## src/rtl/core/lsrg_pkg.sv

```systemverilog
// lsrg_pkg: shared types and constants of the lagged subtractive generator
// no dependencies; imported by lsrg_ctrl, lsrg_dp and the top level
package lsrg_pkg;

    localparam int LAG_DEPTH = 17;

    typedef logic [4:0]  ptr_t;
    typedef logic [14:0] word_t;

    localparam ptr_t        LAG_TOP     = 5'd16;
    localparam ptr_t        SHORT_START = 5'd4;
    localparam ptr_t        LAG_SPAN    = 5'd12;
    localparam ptr_t        LAG_SHORT   = 5'd5;
    localparam logic [13:0] SEED_MULT   = 14'd9069;
    localparam word_t       SEED_MAX    = 15'd32767;

    localparam word_t INIT_TABLE [LAG_DEPTH] = '{
        15'd30788, 15'd23052, 15'd2053,  15'd19346, 15'd10646, 15'd19427,
        15'd23975, 15'd19049, 15'd10949, 15'd19693, 15'd29746, 15'd26748,
        15'd2796,  15'd23890, 15'd29168, 15'd31924, 15'd16499
    };

    typedef enum logic [3:0] {
        ST_IDLE = 4'b0001,
        ST_SEED = 4'b0010,
        ST_READ = 4'b0100,
        ST_CALC = 4'b1000
    } state_t;

    typedef struct packed {
        logic load_seed;
        logic seed_step;
        logic read;
        logic calc;
    } cmd_t;

    typedef struct packed {
        logic seed_nz;
        logic seed_last;
        logic out_free;
    } status_t;

endpackage

```

## src/rtl/core/lagged_subtractive_random_generator.sv

```systemverilog
// lagged_subtractive_random_generator: subtractive lag 17/5 generator, modulus 32767
// depends on lsrg_pkg, lsrg_ctrl and lsrg_dp
//
//  channel   direction  ports                       beat
//  s_        in         s_valid s_ready s_seed      one draw request (nonzero seed reseeds)
//  m_        out        m_valid m_ready m_value     one drawn value 0..32767
//
// a plain draw steps through accept, registered two-port table read, subtract and write-back
// a nonzero seed adds a reseed pass over all 17 table words, one per cycle through the single 15x14 multiplier
// reset restores the power-on table at once through per-word valid bits, no clearing pass
// a stalled result register holds the next draw in its subtract step until m_ready
module lagged_subtractive_random_generator
    import lsrg_pkg::*;
(
    input  logic        aclk,
    input  logic        aresetn,
    input  logic        s_valid,
    output logic        s_ready,
    input  logic [31:0] s_seed,
    output logic        m_valid,
    input  logic        m_ready,
    output logic [14:0] m_value
);

    cmd_t    cmd;
    status_t status;

    lsrg_ctrl u_ctrl (
        .aclk    (aclk),
        .aresetn (aresetn),
        .s_valid (s_valid),
        .s_ready (s_ready),
        .status  (status),
        .cmd     (cmd)
    );

    lsrg_dp u_dp (
        .aclk    (aclk),
        .aresetn (aresetn),
        .s_seed  (s_seed),
        .m_ready (m_ready),
        .m_valid (m_valid),
        .m_value (m_value),
        .cmd     (cmd),
        .status  (status)
    );

endmodule

```

## src/rtl/core/lsrg_ctrl.sv

```systemverilog
// lsrg_ctrl: sequencer for reseed, table read and subtract steps
// depends on lsrg_pkg
module lsrg_ctrl
    import lsrg_pkg::*;
(
    input  logic    aclk,
    input  logic    aresetn,
    input  logic    s_valid,
    output logic    s_ready,
    input  status_t status,
    output cmd_t    cmd
);

    state_t state_reg, state_next;

    always_ff @(posedge aclk) begin
        if (!aresetn) begin
            state_reg <= ST_IDLE;
        end else begin
            state_reg <= state_next;
        end
    end

    always_comb begin
        state_next = state_reg;
        cmd        = '0;
        s_ready    = 1'b0;
        case (state_reg)
            ST_IDLE: begin
                s_ready = 1'b1;
                if (s_valid) begin
                    cmd.load_seed = status.seed_nz;
                    state_next    = status.seed_nz ? ST_SEED : ST_READ;
                end
            end
            ST_SEED: begin
                cmd.seed_step = 1'b1;
                if (status.seed_last) begin
                    state_next = ST_READ;
                end
            end
            ST_READ: begin
                cmd.read   = 1'b1;
                state_next = ST_CALC;
            end
            ST_CALC: begin
                if (status.out_free) begin
                    cmd.calc   = 1'b1;
                    state_next = ST_IDLE;
                end
            end
            default: begin
                state_next = ST_IDLE;
            end
        endcase
    end

    a_state_onehot: assert property (@(posedge aclk) disable iff (!aresetn)
        $onehot(state_reg))
        else $error("controller state not one-hot");

    a_reseed_entry: assert property (@(posedge aclk) disable iff (!aresetn)
        (s_valid && s_ready && status.seed_nz) |=> (state_reg == ST_SEED))
        else $error("nonzero seed did not start the reseed");

    a_seed_exit: assert property (@(posedge aclk) disable iff (!aresetn)
        (state_reg == ST_SEED && status.seed_last) |=> (state_reg == ST_READ))
        else $error("reseed did not hand over to the table read");

endmodule

```

## src/rtl/core/lsrg_dp.sv

```systemverilog
// lsrg_dp: lag table, pointers, seed multiplier and result register
// depends on lsrg_pkg; driven by lsrg_ctrl commands
module lsrg_dp
    import lsrg_pkg::*;
(
    input  logic        aclk,
    input  logic        aresetn,
    input  logic [31:0] s_seed,
    input  logic        m_ready,
    output logic        m_valid,
    output logic [14:0] m_value,
    input  cmd_t        cmd,
    output status_t     status
);

    word_t              mem [LAG_DEPTH];
    logic [LAG_DEPTH-1:0] valid_reg, valid_next;

    ptr_t  sp_reg, sp_next;
    ptr_t  lp_reg, lp_next;
    ptr_t  cnt_reg, cnt_next;
    word_t x_reg, x_next;
    word_t rd_a_reg, rd_b_reg;
    word_t value_reg;
    logic  m_valid_reg, m_valid_next;

    logic [31:0] seed_mag;
    word_t       seed_sat;
    logic [28:0] seed_prod;
    word_t       seed_word;
    logic [15:0] diff;
    word_t       k_word;
    logic        wr_en;
    ptr_t        wr_addr;
    word_t       wr_data;

    // seed magnitude, saturated and forced odd
    assign seed_mag  = s_seed[31] ? (~s_seed + 32'd1) : s_seed;
    assign seed_sat  = (seed_mag > {17'd0, SEED_MAX}) ? SEED_MAX : seed_mag[14:0];

    assign seed_prod = {14'd0, x_reg} * {15'd0, SEED_MULT};
    assign seed_word = seed_prod[14:0];

    // a - b, with 32767 added back on borrow (mod 32768 that is one less)
    assign diff   = {1'b0, rd_a_reg} - {1'b0, rd_b_reg};
    assign k_word = diff[14:0] - {14'd0, diff[15]};

    assign status.seed_nz   = (s_seed != 32'd0);
    assign status.seed_last = (cnt_reg == LAG_TOP);
    assign status.out_free  = !m_valid_reg || m_ready;

    always_comb begin
        wr_en   = cmd.seed_step || cmd.calc;
        wr_addr = cmd.seed_step ? cnt_reg : lp_reg;
        wr_data = cmd.seed_step ? seed_word : k_word;
    end

    always_comb begin
        sp_next      = sp_reg;
        lp_next      = lp_reg;
        cnt_next     = cnt_reg;
        x_next       = x_reg;
        valid_next   = valid_reg;
        m_valid_next = m_valid_reg && !m_ready;
        if (cmd.load_seed) begin
            x_next   = seed_sat[0] ? seed_sat : seed_sat - 15'd1;
            cnt_next = '0;
        end
        if (cmd.seed_step) begin
            x_next   = seed_word;
            cnt_next = cnt_reg + 5'd1;
            if (status.seed_last) begin
                cnt_next = '0;
                sp_next  = SHORT_START;
                lp_next  = LAG_TOP;
            end
        end
        if (wr_en) begin
            valid_next[wr_addr] = 1'b1;
        end
        if (cmd.calc) begin
            sp_next      = (sp_reg == '0) ? LAG_TOP : sp_reg - 5'd1;
            lp_next      = (lp_reg == '0) ? LAG_TOP : lp_reg - 5'd1;
            m_valid_next = 1'b1;
        end
    end

    always_ff @(posedge aclk) begin
        if (!aresetn) begin
            sp_reg      <= SHORT_START;
            lp_reg      <= LAG_TOP;
            cnt_reg     <= '0;
            valid_reg   <= '0;
            m_valid_reg <= 1'b0;
        end else begin
            sp_reg      <= sp_next;
            lp_reg      <= lp_next;
            cnt_reg     <= cnt_next;
            valid_reg   <= valid_next;
            m_valid_reg <= m_valid_next;
        end
    end

    always_ff @(posedge aclk) begin
        x_reg <= x_next;
        if (cmd.calc) begin
            value_reg <= k_word;
        end
    end

    // lag table; entries not yet written read as the power-on table
    always_ff @(posedge aclk) begin
        if (wr_en) begin
            mem[wr_addr] <= wr_data;
        end
    end

    always_ff @(posedge aclk) begin
        if (cmd.read) begin
            rd_a_reg <= valid_reg[sp_reg] ? mem[sp_reg] : INIT_TABLE[sp_reg];
            rd_b_reg <= valid_reg[lp_reg] ? mem[lp_reg] : INIT_TABLE[lp_reg];
        end
    end

    assign m_valid = m_valid_reg;
    assign m_value = value_reg;

    a_ptr_range: assert property (@(posedge aclk) disable iff (!aresetn)
        (sp_reg <= LAG_TOP) && (lp_reg <= LAG_TOP) && (cnt_reg <= LAG_TOP))
        else $error("pointer or seed counter out of table range");

    a_ptr_spacing: assert property (@(posedge aclk) disable iff (!aresetn)
        (lp_reg == sp_reg + LAG_SPAN) || (sp_reg == lp_reg + LAG_SHORT))
        else $error("short and long pointers lost their lag spacing");

    a_no_overwrite: assert property (@(posedge aclk) disable iff (!aresetn)
        cmd.calc |-> (!m_valid_reg || m_ready))
        else $error("result register overwritten before it was taken");

    a_result_valid: assert property (@(posedge aclk) disable iff (!aresetn)
        cmd.calc |=> m_valid_reg)
        else $error("draw finished without raising the result");

endmodule
```

## config.mk

```make
export PLATFORM = sky130hd
export DESIGN_NAME = lagged_subtractive_random_generator
export DESIGN_NICKNAME = d
export VERILOG_FILES = /design/src/rtl/core/lsrg_pkg.sv /design/src/rtl/core/lagged_subtractive_random_generator.sv /design/src/rtl/core/lsrg_ctrl.sv /design/src/rtl/core/lsrg_dp.sv
export SDC_FILE = /design/constraint.sdc
export NUM_CORES = 1
export LEC_CHECK = 0
export ABC_AREA = 1
export BUFFER_PORTS_ARGS = -buffer_cell sky130_fd_sc_hd__buf_2
export CAP_MARGIN = 20
export CORE_ASPECT_RATIO = 1.1
export CORE_MARGIN = 2
export CORE_UTILIZATION = 30
export DETAILED_ROUTE_END_ITERATION = 7
export PLACE_DENSITY_LB_ADDON = 0.12
export SYNTH_ARGS = -nofsm -noshare
export SYNTH_HDL_FRONTEND = slang
export SYNTH_SLANG_ARGS = --single-unit
```

## constraint.sdc

```tcl
create_clock -name aclk -period 6.5 [get_ports aclk]
set_input_delay 0.65 -clock aclk [delete_from_list [all_inputs] [get_ports aclk]]
set_output_delay 0.65 -clock aclk [all_outputs]
set_load 0.02 [all_outputs]
```

==> results.yml, run 1 <==
yosys:
  synthArstFlopShare_pct: 0
  ys_types: 50
  synth_edf_count: 315
  ys_warn_count: 0
  ys_seq_area_share_pct: 48.0
  postSynthAreaPerCell_um2: 8.77
  synthCells: 2473
  synth_seq_cells: 362
  synth_ff_type: "edfxtp_1"
  synth_fp_nets: 2623
  synth_area_leader_cell: "edfxtp_1"
  yosys-top-cells-area: "edfxtp_1, o21ai_0, nand2_1, inv_1, a21oi_1"
  syn-cell-area_um2: 21700
  synth_top_area_share_pct: 43.6
sta:
  setup_tns_ps: 0
  skew_ps: 30.5
  post-route-period-util_pct: 86.3
  finalHoldViolations: 0
  finalMaxSlewViolations: 0
  fmax_mhz: 178
  relSlewSlack_pct: 24.5
  rsz0062_at_grt: "false"
  setup_viol_count_final: 0
  period_needed_ps: 5610
  tightest_slew_ps: 1130
die:
  start_util_pct: 30.3
  placementRows: 103
  ioPinCount: 53
  die_h_um: 286
  core_um2: 71700
  die_area_um2: 74400
  die_x_um: 260
finish:
  largest_reg_flops: 255
  drive_gt1_share_pct: 8.72
  area_growth_pct: 12.9
  final_common_cell: "o21ai_0"
  ff_latch_area_um2: 10400
  finalInstanceArea_um2: 24500
  nets: 2638
  multiInputGateArea_um2: 9670
  mostFrequentLayoutCells: "o21ai_0, edfxtp_1, nand2_1, inv_1, nor2_1"
  fillers: 7441
placement:
  dpl_cell_area_um2: 23000
  dpl.hpwl_um: 51200
  port_buffers: 52
  gp_congestion: 0.874
setup_path:
  startpoint: "u_dp.x_reg[7]$_DFFE_PP_"
  crit_path_start_kind: "flop"
  arrival_ps: 5880
  critical_path_class: "reg2reg"
  r2r_start: "u_dp.x_reg[7]$_DFFE_PP_"
  crit_path_end_kind: "flop"
  critical_path_required_ps: 6770
  r2r_setup_slack_ps: 890
  reg2reg_to: "u_dp.mem[14][14]$_DFFE_PP_"
  r2r_cells: 19
  worstPathMaxFanout: 17
hold_path:
  hold_path_class: "in2reg"
  whs_endpoint: "u_ctrl.state_reg[0]$_SDFFE_PN1P_"
  hold_depth: 2
  hp-start: "s_valid"
detailed_routing:
  firstDrtPassIters: 5
  drt-total-wl_um: 75900
  ant_nets: 0
  vias: 18118
  wire_per_inst_um: 21.9
  vias_per_cell: 5.22
  drt_iter0_drc: 1756
  drc: 0
clock_network:
  cts-root-buf: "clkbuf_16"
  cts_buffers: 45
  clk_pin_slew_ps: 60
  cts.sink_count: 362
  hold_buffers: 0
  cts_resized: 0
  cts_buffer_depth: 3
  cts_tree: "done"
  htreeDepth: 2
  cts_setup_buffers: 0
  clk_latency_ps: 590
grt:
  grt_overflow: 0
  grt_max_degree: 79
  track_usage_pct: 20.3
  grt_pass1_vias: 17775
  grt_pass1_wl_um: 113000
  antenna_found_initial: 2
power_and_ir_drop:
  leakage_uw: 0.00924
  power.density_nw_per_um2: 254
  peakVddDrop_uv: 159
job:
  maxCapViolCount: 0
status:
  status: "finished clean"
-- critical path: stages, from the launching register on --
cell,delay (ps)
edfxtp_1,490
ha_1,340
ha_1,280
inv_1,50
fa_1,520
fa_1,440
fa_1,560
inv_1,60
fa_1,460
ha_1,340
a21oi_1,120
o21ai_0,90
a21oi_1,240
o21ai_0,190
a21oi_1,180
nor2_1,60
nor2_1,110
xnor2_1,130
nand2_1,90
nand2_1,550
-- Yosys cell counts (22+ instances only) --
| cell | n |
|---|---|
| o221ai_1 | 26 |
| ha_1 | 82 |
| xor2_1 | 39 |
| xnor2_1 | 22 |
| edfxtp_1 | 315 |
| nand4_1 | 24 |
| fa_1 | 32 |
| a21oi_1 | 221 |
| inv_1 | 299 |
| o21ai_0 | 358 |
| dfxtp_1 | 47 |
| nand3_1 | 131 |
| o211ai_1 | 72 |
| clkbuf_1 | 115 |
| nand2_1 | 301 |
| nor2_1 | 253 |
-- report_power, final --
part           internal [µW]  total (µW)  switching [µW]
Clock                   1510        2510            1000
Sequential              2560        2570            9.04
Combinational            439        1130             695
Total                   4510        6210            1710
-- worst max-delay path by stage --
stage,cells after the start,to,slack (ps)
after floorplan,17,u_dp.mem[0][14]$_DFFE_PP_,1720
after global placement,15,u_dp.mem[0][12]$_DFFE_PP_,780
after detailed placement,15,u_dp.mem[0][12]$_DFFE_PP_,820
after CTS,15,u_dp.mem[0][12]$_DFFE_PP_,800
after global routing,19,u_dp.mem[14][14]$_DFFE_PP_,550
final,19,u_dp.mem[14][14]$_DFFE_PP_,890
-- per-stage QoR --
stage	hold WS, ps	worst slack, ps	power, µW	std cells	util, %
2_1_floorplan	440	1720	3460	2473	-
3_3_place_gp	457	778	3760	3386	32.1
3_5_place_dp	459	822	3760	3386	32.1
4_1_cts	354	801	6300	3467	34.2
5_1_grt	386	551	6530	3467	34.2
6_report	378	893	6210	3468	34.2
-- kinds of logic after synthesis --
group / Yosys count / share of synthesized area, %
and+or+nand+nor: 765 / 15.4
DFF: 362 / 48.0
AOI/OAI and AO/OA: 731 / 18.7
xor gates and xnor gates: 61 / 2.46
buffers and inverters: 440 / 7.72
adders and majority gates: 114 / 7.69
-- layout make-up --
type                            instances  area share (%)
Antenna cell                            1          0.0102
Multi-Input combinational cell       1671            39.5
Tap cell                              945            4.83
Clock buffer                           66            5.17
Clock inverter                         15           0.767
Timing Repair Buffer                   96            2.41
Inverter                              312            4.78
Sequential cell                       362            42.5
-- per-layer routing --
layer  track usage, %  wire (µm)  up-vias
li1                 -          -     8624
met1             26.8      33000     8788
met2             34.4      36600      577
met3             2.92       4210      129
met4             6.01       2120        0
met5                0          0        -
(Power assumes the default switching activity.)
==> run 2, diff against run 1 <==
Settings changed: CORE_MARGIN 2 to not set.
Clock period 6.5 ns to 4.9 ns, I/O delays scaled along.
==> results.yml, run 2 (same netlist as run 1, synthesis figures left out) <==
hold_path:
  hold_path_class: "in2reg"
grt:
  grt_pass1_vias: 17880
  track_usage_pct: 20.6
  grt_pass1_wl_um: 114000
  grt_max_degree: 130
  grt_overflow: 0
  antenna_found_initial: 2
finish:
  final_common_cell: "o21ai_0"
  nets: 2715
  ff_latch_area_um2: 10400
  multiInputGateArea_um2: 9970
  area_growth_pct: 17.4
  drive_gt1_share_pct: 13.3
  largest_reg_flops: 255
  mostFrequentLayoutCells: "o21ai_0, edfxtp_1, inv_1, nand2_1, nor2_1"
  fillers: 7381
  fin_util_pct: 35.5
status:
  violations: "setup timing"
  status: "finished, violations left"
die:
  ioPinCount: 53
  die_area_um2: 73300
  start_util_pct: 30.3
  core_um2: 71700
  die_x_um: 258
  die_h_um: 284
  placementRows: 103
detailed_routing:
  drt-total-wl_um: 76800
  drc: 0
  drt_iter0_drc: 1554
  ant_nets: 0
  wire_per_inst_um: 21.7
  vias_per_cell: 5.21
  vias: 18454
  firstDrtPassIters: 5
sta:
  post-route-period-util_pct: 100
  tightest_slew_ps: 1050
  rsz0062_at_grt: "true"
  setup_viol_count_final: 9
  finalWorstSetupSlack_ps: -10.2
  hold_slack_ps: 211
  skew_ps: 23.5
  fmax_mhz: 204
  finalMaxSlewViolations: 0
  relSlewSlack_pct: 30.1
  period_needed_ps: 4910
  finalHoldViolations: 0
placement:
  dpl.hpwl_um: 51100
  port_buffers: 52
  gp_congestion: 0.905
  place_ws_ps: -346
clock_network:
  cts_tree: "done"
  cts_buffer_depth: 3
  hold_buffers: 0
  cts-root-buf: "clkbuf_16"
  clk_latency_ps: 600
  cts.sink_count: 362
  clk_pin_slew_ps: 60
  htreeDepth: 2
  cts_buffers: 43
job:
  maxCapViolCount: 0
power_and_ir_drop:
  power.density_nw_per_um2: 354
  peakVddDrop_uv: 361
  leakage_uw: 0.00967
setup_path:
  critical_path_class: "reg2reg"
  arrival_ps: 5250
  crit_path_start_kind: "flop"
  critical_path_required_ps: 5240
  worstPathMaxFanout: 5
  crit_path_end_kind: "flop"
-- run 2: changes by cell type in the layout (fill, tap and decap cells not counted), moves of 5 or more --
cell      previous run  this run
buf_4               44       109
ha_1                82        66
ha_4                 0        15
clkinv_2             1         9
nand2_1            301       293
buf_12               0         7
a21oi_1            221       215
a21oi_2              0         6
clkbuf_1            16        10
nand2_2              2         7
o21ai_0            352       347
o21ai_2              3         8
-- run 2: final timing paths --
check,startpoint,to,slack (ps),cells past startpoint
max reg2reg,u_dp.x_reg[7]$_DFFE_PP_,u_dp.mem[16][14]$_DFFE_PP_,-10,21
min,s_valid,u_ctrl.state_reg[0]$_SDFFE_PN1P_,210,2
max,u_dp.x_reg[7]$_DFFE_PP_,u_dp.mem[16][14]$_DFFE_PP_,-10,21
min reg2reg,u_dp.valid_reg[14]$_SDFFE_PN0N_,u_dp.valid_reg[14]$_SDFFE_PN0N_,470,2
-- run 2: layer usage --
metal	part of all wire, %	vias up	track usage [%]
met4	3.0	4	6.21
met5	0.034	-	0
met3	6.1	150	3.19
li1	-	8782	-
met1	43	8910	26.9
met2	48	608	34.9
-- run 2: critical path: stages (launching register included) --
cell and delay (ps):
edfxtp_1 380, buf_4 160, ha_4 240, ha_4 260
inv_1 40, fa_1 460, fa_1 510, fa_1 510
inv_1 50, fa_1 470, ha_4 310, nand2_2 80
nor3_4 140, a21oi_2 100, o21ai_2 150, a21oi_1 80
nor2_1 90, nor2_1 60, xnor2_1 140, nand2_2 150
nand2_8 110, buf_12 160
-- run 2: metrics by stage --
| step | setup TNS, ps | cell area [µm²] | power, µW | std cells |
|---|---|---|---|---|
| 6_report | -81.4 | 25500 | 9010 | 3545 |
| 4_1_cts | 0 | 25100 | 8720 | 3530 |
| 3_5_place_dp | -14510 | 23500 | 5270 | 3441 |
| 2_1_floorplan | 0 | 21700 | 4590 | 2473 |
| 3_3_place_gp | -14720 | 23500 | 5270 | 3441 |
| 5_1_grt | -12390 | 25500 | 9450 | 3544 |
-- run 2: area by class of cell --
type	instances	area share [%]
Clock inverter	25	0.826
Sequential cell	362	40.9
Antenna cell	1	0.00983
Timing Repair Buffer	175	5.38
Tap cell	945	4.64
Clock buffer	54	4.47
Inverter	312	4.60
Multi-Input combinational cell	1671	39.2
-- run 2: power breakdown --
part           internal (µW)  switching, µW  total [µW]
clock network           1760           1360        3120
registers               3400           11.5        3410
logic                   1230           1240        2470
total                   6400           2610        9010
-- run 2: repair_timing --
item,4_1_cts,5_1_grt
resized for setup,29,30
pin swaps,17,13
gates cloned,1,4
setup buffers,9,10
endpoints found under the setup margin,71,87
